==> src/icl16_pkg.sv <==
// Package with shared constants and types of the sixteen-line interrupt controller.
`timescale 1ns / 1ps

package icl16_pkg;

    localparam int LINE_COUNT = 16;
    localparam int LINE_W     = 4;
    localparam int WORD_W     = 16;
    localparam int LNUM_W     = 8;
    localparam int REG_IDX_W  = 2;
    localparam int IN_DATA_W  = 24;
    localparam int OUT_DATA_W = 48;

    localparam logic [WORD_W-1:0] IRQ_MASK_RESET    = 16'hFFFF;
    localparam logic [WORD_W-1:0] VECTOR_BASE_RESET = 16'h0000;

    localparam logic [REG_IDX_W-1:0] REG_IRQ_MASK    = 2'd0;
    localparam logic [REG_IDX_W-1:0] REG_VECTOR_BASE = 2'd1;

    typedef enum logic
    {
        FUNC_RAISE  = 1'b0,
        FUNC_UPDATE = 1'b1
    } func_t;

    typedef struct packed
    {
        func_t             func;
        logic [LNUM_W-1:0] line_number;
        logic [WORD_W-1:0] eoi_mask;
    } request_t;

    typedef struct packed
    {
        logic [WORD_W-1:0] pending_word;
        logic [WORD_W-1:0] service_word;
        logic              dispatch_valid;
        logic [WORD_W-1:0] vector;
    } result_t;

endpackage

==> src/icl16_eval.sv <==
// Combinational evaluation of one request against the pending and in-service words.
`timescale 1ns / 1ps

module icl16_eval
(
    input  icl16_pkg::request_t            req,
    input  logic [icl16_pkg::WORD_W-1:0]   pending,
    input  logic [icl16_pkg::WORD_W-1:0]   service,
    input  logic [icl16_pkg::WORD_W-1:0]   irq_mask,
    input  logic [icl16_pkg::WORD_W-1:0]   vector_base,
    output icl16_pkg::result_t             result
);

    logic [icl16_pkg::WORD_W-1:0] raise_bit;
    logic [icl16_pkg::WORD_W-1:0] service_cleared;
    logic [icl16_pkg::WORD_W-1:0] ready;
    logic [icl16_pkg::WORD_W-1:0] lowest;
    logic [icl16_pkg::LINE_W-1:0] line_idx;

    always_comb
    begin
        raise_bit = '0;
        if (req.line_number < icl16_pkg::LNUM_W'(icl16_pkg::LINE_COUNT))
        begin
            raise_bit[req.line_number[icl16_pkg::LINE_W-1:0]] = 1'b1;
        end
        raise_bit = raise_bit & ~irq_mask;
    end

    assign service_cleared = service & ~req.eoi_mask;
    assign ready           = pending & ~irq_mask & ~service_cleared;
    assign lowest          = ready & (~ready + icl16_pkg::WORD_W'(1));

    always_comb
    begin
        line_idx = '0;
        for (int i = 0; i < icl16_pkg::LINE_COUNT; i++)
        begin
            if (lowest[i])
            begin
                line_idx = line_idx | icl16_pkg::LINE_W'(i);
            end
        end
    end

    always_comb
    begin
        unique case (req.func)
            icl16_pkg::FUNC_RAISE:
            begin
                result.pending_word   = pending | raise_bit;
                result.service_word   = service;
                result.dispatch_valid = 1'b0;
                result.vector         = '0;
            end
            icl16_pkg::FUNC_UPDATE:
            begin
                result.pending_word   = pending & ~lowest;
                result.service_word   = service_cleared | lowest;
                result.dispatch_valid = (ready != '0);
                result.vector         = (ready != '0)
                    ? vector_base + {{(icl16_pkg::WORD_W-icl16_pkg::LINE_W){1'b0}}, line_idx}
                    : '0;
            end
            default:
            begin
                result.pending_word   = pending;
                result.service_word   = service;
                result.dispatch_valid = 1'b0;
                result.vector         = '0;
            end
        endcase
    end

endmodule

==> src/interrupt_controller_16_line_top.sv <==
// Top level of the sixteen-line interrupt controller with stream ports and register writes.
// Path: an accepted request waits in the input register until it moves into the result register.
// Throughput: one request per cycle unless m_axis_tready stalls the output; the two registers
// form a two-stage pipeline, and the state words update as a request leaves the first stage.
// Reset: rst_n clears both stages, the pending and in-service words, sets irq_mask to
// all ones and vector_base to zero.
`timescale 1ns / 1ps

module interrupt_controller_16_line_top
(
    input  logic                                 clk,
    input  logic                                 rst_n,

    input  logic                                 cfg_we,
    input  logic [icl16_pkg::REG_IDX_W-1:0]      cfg_index,
    input  logic [icl16_pkg::WORD_W-1:0]         cfg_data,

    input  logic                                 s_axis_tvalid,
    output logic                                 s_axis_tready,
    // Fields from bit 0: line_number[7:0], eoi_mask[23:8].
    input  logic [icl16_pkg::IN_DATA_W-1:0]      s_axis_tdata,
    // Fields from bit 0: func.
    input  logic                                 s_axis_tuser,

    output logic                                 m_axis_tvalid,
    input  logic                                 m_axis_tready,
    // Fields from bit 0: pending_word[15:0], service_word[31:16], vector[47:32].
    output logic [icl16_pkg::OUT_DATA_W-1:0]     m_axis_tdata,
    // Fields from bit 0: dispatch_valid.
    output logic                                 m_axis_tuser
);

    logic [icl16_pkg::WORD_W-1:0] irq_mask_reg;
    logic [icl16_pkg::WORD_W-1:0] vector_base_reg;
    logic [icl16_pkg::WORD_W-1:0] pending_reg;
    logic [icl16_pkg::WORD_W-1:0] service_reg;

    logic                         in_valid_reg;
    icl16_pkg::request_t          in_req_reg;
    logic                         out_valid_reg;
    icl16_pkg::result_t           out_res_reg;

    icl16_pkg::request_t          req_next;
    icl16_pkg::result_t           res_next;
    logic                         advance;
    logic                         s_accept;

    assign advance       = in_valid_reg && (!out_valid_reg || m_axis_tready);
    assign s_axis_tready = !in_valid_reg || advance;
    assign s_accept      = s_axis_tvalid && s_axis_tready;

    assign req_next.func        = icl16_pkg::func_t'(s_axis_tuser);
    assign req_next.line_number = s_axis_tdata[icl16_pkg::LNUM_W-1:0];
    assign req_next.eoi_mask    = s_axis_tdata[icl16_pkg::IN_DATA_W-1:icl16_pkg::LNUM_W];

    icl16_eval u_eval
    (
        .req         (in_req_reg),
        .pending     (pending_reg),
        .service     (service_reg),
        .irq_mask    (irq_mask_reg),
        .vector_base (vector_base_reg),
        .result      (res_next)
    );

    always_ff @(posedge clk or negedge rst_n)
    begin
        if (!rst_n)
        begin
            irq_mask_reg    <= icl16_pkg::IRQ_MASK_RESET;
            vector_base_reg <= icl16_pkg::VECTOR_BASE_RESET;
        end
        else if (cfg_we)
        begin
            if (cfg_index == icl16_pkg::REG_IRQ_MASK)
            begin
                irq_mask_reg <= cfg_data;
            end
            else if (cfg_index == icl16_pkg::REG_VECTOR_BASE)
            begin
                vector_base_reg <= cfg_data;
            end
        end
    end

    always_ff @(posedge clk or negedge rst_n)
    begin
        if (!rst_n)
        begin
            in_valid_reg  <= 1'b0;
            out_valid_reg <= 1'b0;
            pending_reg   <= '0;
            service_reg   <= '0;
        end
        else
        begin
            if (s_axis_tready)
            begin
                in_valid_reg <= s_axis_tvalid;
            end
            if (advance)
            begin
                out_valid_reg <= 1'b1;
                pending_reg   <= res_next.pending_word;
                service_reg   <= res_next.service_word;
            end
            else if (m_axis_tready)
            begin
                out_valid_reg <= 1'b0;
            end
        end
    end

    always_ff @(posedge clk)
    begin
        if (s_accept)
        begin
            in_req_reg <= req_next;
        end
        if (advance)
        begin
            out_res_reg <= res_next;
        end
    end

    assign m_axis_tvalid = out_valid_reg;
    assign m_axis_tdata  = {out_res_reg.vector, out_res_reg.service_word,
                            out_res_reg.pending_word};
    assign m_axis_tuser  = out_res_reg.dispatch_valid;

    // A dispatched request always leaves at least one line in service.
    assert property (@(posedge clk) disable iff (!rst_n)
        (m_axis_tvalid && m_axis_tuser) |-> (out_res_reg.service_word != '0))
        else $error("Dispatch reported with an empty in-service word.");

    // A result without a dispatch carries a zero vector.
    assert property (@(posedge clk) disable iff (!rst_n)
        (m_axis_tvalid && !m_axis_tuser) |-> (out_res_reg.vector == '0))
        else $error("Nonzero vector on a result without a dispatch.");

    // The state words change only when a request moves into the result register.
    assert property (@(posedge clk) disable iff (!rst_n)
        !advance |=> ($stable(pending_reg) && $stable(service_reg)))
        else $error("State words changed without a request completing.");

    // The newest result shows the current state when no request is waiting behind it.
    assert property (@(posedge clk) disable iff (!rst_n)
        (out_valid_reg && !in_valid_reg) |->
            (out_res_reg.pending_word == pending_reg && out_res_reg.service_word == service_reg))
        else $error("Result words disagree with the state words.");

    // An empty pipeline always takes a new request.
    assert property (@(posedge clk) disable iff (!rst_n)
        (!in_valid_reg && !out_valid_reg) |-> s_axis_tready)
        else $error("Idle block does not accept a request.");

endmodule
==> config.mk <==
export PLATFORM = sky130hd
export DESIGN_NAME = interrupt_controller_16_line_top
export DESIGN_NICKNAME = d
export VERILOG_FILES = /design/src/icl16_pkg.sv /design/src/icl16_eval.sv /design/src/interrupt_controller_16_line_top.sv
export SDC_FILE = /design/constraint.sdc
export NUM_CORES = 1
export LEC_CHECK = 0
export ABC_AREA = 1
export BUFFER_PORTS_ARGS = -buffer_cell sky130_fd_sc_hd__buf_2
export CORE_ASPECT_RATIO = 0.75
export CORE_MARGIN = 4
export CORE_UTILIZATION = 45
export CTS_CLUSTER_DIAMETER = 200
export DETAILED_ROUTE_END_ITERATION = 10
export PLACE_DENSITY = 0.73
export SETUP_SLACK_MARGIN = 0.15
export SYNTH_ARGS = -nofsm -noshare
export SYNTH_HDL_FRONTEND = slang
export SYNTH_SLANG_ARGS = --single-unit
export TNS_END_PERCENT = 20
==> constraint.sdc <==
create_clock -name clk -period 7 [get_ports clk]
set_input_delay 1.4 -clock clk [delete_from_list [all_inputs] [get_ports clk]]
set_output_delay 1.4 -clock clk [all_outputs]
set_load 0.05 [all_outputs]
* Word level (Yosys, flattened, before mapping)
Index checks and enable logic that the tools add are counted.
** Word-level totals
- Register bits :: 140
- Input port bits :: 48
- Output and inout bits :: 51
- Word-level logic and storage cells :: 68
** Cells by class
- Add/sub/neg operators :: 2
- $lt $le $gt $ge :: 3
- Equality and inequality tests :: 1
- Mux-type cells :: 22
- Bitwise gates (word level) :: 15
- Reductions and logical operators :: 12
** Operator list (number)
- case mux 49 bit (2 select lines) :: 1
- AND 16 bit :: 6
- NOT 16 bit :: 5
- two-way mux 16 bit :: 2
- two-way mux 4 bit :: 8
- OR 16 bit :: 2
- adder 16 x 1 -> 16 bit (second input constant) :: 1
- adder 16 x 4 -> 16 bit :: 1
- nonzero test 16 bit :: 1
- two-way mux 3 bit :: 4
- less-than comparator 8 x 5 -> 1 bit (second input constant) :: 1
- less-than comparator 4 x 5 -> 1 bit (second input constant) :: 1
- demux 1 bit (select 4 bit) :: 1
- greater-or-equal comparator 4 x 1 -> 1 bit (second input constant) :: 1
- two-way mux 1 bit :: 4
- two-way mux 2 bit :: 2
- logical AND 1 bit :: 3
- AND reduction 3 bit :: 1
- == test 2 x 1 -> 1 bit (second input constant) :: 1
- logical NOT 1 bit :: 2
- logical NOT 2 bit :: 1
- logical OR 1 bit :: 2
- NOT 1 bit :: 2
- AND reduction 2 bit :: 1
- nonzero test 2 bit :: 1

* Longest topological paths before layout
- Depth after elaboration :: 25
- Gate-level depth with buffers :: 20

* By module
A second synthesis with hierarchy kept.
** Unflattened totals
- Cell total of the unflattened synthesis :: 733
- Area total of the unflattened synthesis :: 6716.4 µm²
** Modules (own cells, without submodules)
- interrupt_controller_16_line_top :: times used 1, cells an instance 365, area an instance 4932.2 µm²
- icl16_eval :: times used 1, cells an instance 368, area an instance 1784.2 µm²

* Least setup slack after synthesis
OpenSTA, ideal clock, no wires.
- Path type :: input to output
- Start point :: in m_axis_tready
- End point :: out s_axis_tready
- Arrival time :: 1860 ps
- Path slack :: 3740 ps
- Stages on the path :: 2
- Cells stage by stage :: inv_1 > nand3_1
** Between the ends
- Cells in the longest elaborated chain, start to end :: 3
** Ends and longest elaborated chain
- from (decl) :: line interrupt_controller_16_line_top.sv:26 : input logic m_axis_tready,
- logical OR 1 bit :: line interrupt_controller_16_line_top.sv:48 : assign advance = in_valid_reg && (!out_valid_reg || m_axis_tready);
- logical AND 1 bit :: line interrupt_controller_16_line_top.sv:48
- logical OR 1 bit :: line interrupt_controller_16_line_top.sv:49 : assign s_axis_tready = !in_valid_reg || advance;
- to (decl) :: line interrupt_controller_16_line_top.sv:19 : output logic s_axis_tready,
No other way between the ends.

* Final worst setup path
- Start point :: in m_axis_tready
- End point :: reg out_res_reg, in the netlist m_axis_tdata[5], enable pin
** Between the ends
- Cells in the longest elaborated chain, start to end :: 2
** Ends and longest elaborated chain
- logical OR 1 bit :: line interrupt_controller_16_line_top.sv:48
- logical AND 1 bit :: line interrupt_controller_16_line_top.sv:48
- to (signal assigned) :: line interrupt_controller_16_line_top.sv:122 : out_res_reg <= res_next;
- to (decl) :: line interrupt_controller_16_line_top.sv:41 : icl16_pkg::result_t out_res_reg;
No other way between the ends.
A chain may end at the register's enable or synchronous reset.

==> impl_summary.txt <==
----------------------------------------------------
[Status]
  Outcome ... completed

[Timing]
  Final clock period utilization by the worst path ... 51.5%
  Sum of negative setup slack ... 0 ns
  Tightest slew margin relative to the limit ... 29.8%
  Final min period ... 3.60 ns
  Worst-margin pin slew ... 1.05 ns
  Number of pins exceeding their max-slew limit in the final report ... 0
  Number of hold-slack violations in the final timing report ... 0
  Number of setup violations in the final report ... 0
  Highest clock frequency the design can meet ... 278 MHz
  Layout Skew ... 0.00809 ns
  Unrepaired setup endpoints after global routing ... no

[Power and ir drop]
  Combinational share of power ... 31.1%
  Ratio of total power to cell area ... 390 nW/µm²
  Switching power share of the total ... 37.2%
  Fraction of power consumed by the clock network ... 29.3%
  Total Power Consumption ... 2990 µW
  Peak ir drop on the vdd network ... 210 µV
  Sw power ... 1110 µW
  Share of total power in sequential cells ... 39.6%
  Design internal power ... 1880 µW
  Static power due to leakage ... 0.00372 µW

[Clock tree]
  Number of buffers inserted during clock tree synthesis ... 17
  Number of gates resized after cts ... 0
  H-tree depth reported by CTS ... 4
  Setup fix buffers added after clock tree synthesis ... 0
  Cell at the root of the clock tree ... sky130_fd_sc_hd__clkbuf_16
  Hold bufs inserted after CTS ... 0
  Clock slew at the register clock pins of the worst setup and hold paths ... 0.05 ns
  Clock latency on the worst-skew pair ... 0.42 ns
  TritonCTS clock tree ... done
  Clock sink count ... 140
  Maximum clock insertion buffer count ... 2

[Final layout]
  Seq. cell area ... 3890 µm²
  Share of the core filled with cells ... 55.3%
  Summed area of non-filler cells in the final layout ... 7660 µm²
  Multi-input combinational cell area ... 2140 µm²
  Number of flip-flops in the largest register ... 48
  Most used cells in the layout excluding fill and tap cells ... sky130_fd_sc_hd__nand2_1 (197), sky130_fd_sc_hd__buf_2 (98), sky130_fd_sc_hd__inv_1 (86), sky130_fd_sc_hd__edfxtp_1 (74), sky130_fd_sc_hd__nor2_1 (73)
  Share of layout cells above drive strength 1 ... 19.7%
  Most common library cell in the layout ignoring fill and taps ... sky130_fd_sc_hd__nand2_1
  Area delta synth->final ... 19.1%
  Inserted Diodes ... 0
  Filler Cells Inserted ... 1231
  Nets ... 852

[Global routing]
  Maximum number of pins on one net before global-route repair ... 67
  Initial antenna violation count ... 0
  Remaining global-route overflow ... 0
  Vias in the first global route ... 4826
  All-Layer GR Usage ... 19.4%
  First-pass GRT wire length ... 25000 µm

[Setup path]
  R2r endpoint ... m_axis_tdata[46]$_SDFFCE_PN0P_
  Worst endpoint required time ... 7.05 ns
  Maximum fanout count along the critical path ... 52
  Cell depth of the worst flop-to-flop path ... 19
  Worst endpoint data arrival time ... 3.66 ns
  Nature of the critical path endpoint ... flip-flop
  R2r startpoint ... irq_mask_reg[4]$_DFFE_PN1P_
  Type of origin of the critical path ... input port
  WS Path Type ... input port to flip-flop
  Capture point of the critical path ... m_axis_tdata[5]$_DFFE_PP_
  Critical Path Source ... m_axis_tready
  Setup slack of the worst register-to-register path ... 3.87 ns

[Die]
  Initial Utilization ... 46.5%
  Chip height ... 112 µm
  Die area ... 16300 µm²
  Horizontal extent of the die ... 146 µm
  Top Ports ... 99
  Count of standard-cell rows ... 37
  Total core area ... 13800 µm²

[Drt]
  Drt total wl ... 15100 µm
  Highest Signal Layer ... met4
  Routed wirelength normalized by instance count ... 15.3 µm
  Met3 routed WL ... 1230 µm
  Antenna Violating Nets Remaining ... 0
  Detailed-route vias per instance ... 5.13
  Iteration count of the initial detailed-routing pass ... 7
  Number of DRC markers in iteration 0 ... 509
  Detailed-routed wire length on met2 ... 6530 µm
  Residual DRC ... 0
  Via count ... 5066
  M1 WL ... 7090 µm

[Placed design]
  Dpl cell area ... 7080 µm²
  HPWL after DPL ... 10600 µm
  Final Wtd Congestion ... 0.888
  Port Buf Inserts ... 98

[Synth]
  Fraction of the yosys area taken by sequential cells ... 60.5%
  Mean cell area of the mapped netlist ... 9.23 µm²
  Post-Synthesis Cells ... 697
  Synthesized net count ... 750
  Number of warnings printed during yosys synthesis ... 0
  Netlist area before placement ... 6430 µm²
  Number of flip-flops and latches in the synthesized netlist ... 140
  Post-synth cell types ... 33

[Min path]
  Classification of the worst-slack hold path ... flip-flop to flip-flop
  WHS Path Cells ... 2

[Flow run]
  # Max-Cap Violations ... 0

----------------------------------------------------
-- cells in the mapped netlist --
master	number	area, µm²
sky130_fd_sc_hd__nand2_1	197	739
sky130_fd_sc_hd__inv_1	87	327
sky130_fd_sc_hd__edfxtp_1	74	2220
sky130_fd_sc_hd__nor2_1	73	274
sky130_fd_sc_hd__o21ai_0	60	300
sky130_fd_sc_hd__dfrtp_1	50	1250
sky130_fd_sc_hd__nand3_1	37	185
sky130_fd_sc_hd__dfstp_2	16	420
sky130_fd_sc_hd__clkbuf_1	13	48.8
sky130_fd_sc_hd__a21oi_1	11	55.1
sky130_fd_sc_hd__nor3_1	9	45.0
sky130_fd_sc_hd__a31oi_1	8	50.1
sky130_fd_sc_hd__and2_1	8	50.1
sky130_fd_sc_hd__nand4_1	7	43.8
sky130_fd_sc_hd__xor2_1	6	52.6
sky130_fd_sc_hd__nand3b_1	5	37.5
sky130_fd_sc_hd__xnor2_1	5	43.8
sky130_fd_sc_hd__ha_1	4	50.1
sky130_fd_sc_hd__nand2_2	4	25.0
sky130_fd_sc_hd__nor2_4	4	45.0
sky130_fd_sc_hd__o31ai_1	4	30.0
sky130_fd_sc_hd__a21o_1	2	15.0
sky130_fd_sc_hd__buf_2	2	10.0
sky130_fd_sc_hd__nand2_4	2	22.5
sky130_fd_sc_hd__a21boi_1	1	7.51
sky130_fd_sc_hd__a31o_2	1	8.76
sky130_fd_sc_hd__buf_1	1	3.75
sky130_fd_sc_hd__buf_6	1	11.3
sky130_fd_sc_hd__fa_1	1	20.0
sky130_fd_sc_hd__nand3_2	1	10.0
sky130_fd_sc_hd__nor2_2	1	6.26
sky130_fd_sc_hd__nor3b_1	1	7.51
sky130_fd_sc_hd__nor4_2	1	12.5
-- how the worst min path moves through the flow --
stage / from / slack (ns) / to
after floorplan: service_reg[15]$_DFFE_PN0P_ / 0.45 / service_reg[15]$_DFFE_PN0P_
after global placement: pending_reg[13]$_DFFE_PN0P_ / 0.46 / pending_reg[13]$_DFFE_PN0P_
after detailed placement: service_reg[15]$_DFFE_PN0P_ / 0.47 / service_reg[15]$_DFFE_PN0P_
after CTS: service_reg[15]$_DFFE_PN0P_ / 0.48 / service_reg[15]$_DFFE_PN0P_
after global routing: pending_reg[13]$_DFFE_PN0P_ / 0.50 / pending_reg[13]$_DFFE_PN0P_
final: service_reg[15]$_DFFE_PN0P_ / 0.48 / service_reg[15]$_DFFE_PN0P_
-- power groups by stage --
stage	logic, µW	registers (µW)	clock network, µW
2_1_floorplan	494	1400	0
5_1_grt	1030	1210	930
4_1_cts	927	1180	885
3_3_place_gp	899	1190	0
6_report	927	1180	876
3_5_place_dp	919	1190	0
-- kinds of logic after synthesis --
kind of cell    synth area share [%]
simple gates                    23.4
flops                           60.5
compound gates                  7.26
xor+xnor                        1.50
fa+ha+maj                       1.09
buf+inv                         6.23
-- cell type report --
class / instances / share of cell area, %
clock inverter: 12 / 1.58
tap: 175 / 2.86
multi-input combinational: 453 / 27.9
inverter: 87 / 4.26
timing repair buffer: 100 / 6.60
sequential: 140 / 50.8
clock buffer: 20 / 5.96
-- stage by stage --
| stage | setup slack, ns | hold WS [ns] | cells |
|---|---|---|---|
| 2_1_floorplan | 3.74 | 0.449 | 697 |
| 3_3_place_gp | 3.04 | 0.463 | 955 |
| 3_5_place_dp | 2.95 | 0.468 | 955 |
| 4_1_cts | 3.39 | 0.483 | 987 |
| 5_1_grt | 3.12 | 0.504 | 987 |
| 6_report | 3.40 | 0.479 | 987 |
-- per-layer routing --
layer  track usage [%]  vias to the layer above
li1                  -                     2475
met1              28.2                     2335
met2              28.8                      230
met3              4.56                       26
met4              6.52                        0
met5                 0                        -
-- critical path: stages --
cell and delay [ns]:
sky130_fd_sc_hd__buf_2 0.07, sky130_fd_sc_hd__inv_1 0.04, sky130_fd_sc_hd__nand2_1 0.06, sky130_fd_sc_hd__nand2_1 0.57, sky130_fd_sc_hd__inv_2 0.88, sky130_fd_sc_hd__buf_4 0.60
Note: power is estimated with default switching activity, not from simulation.
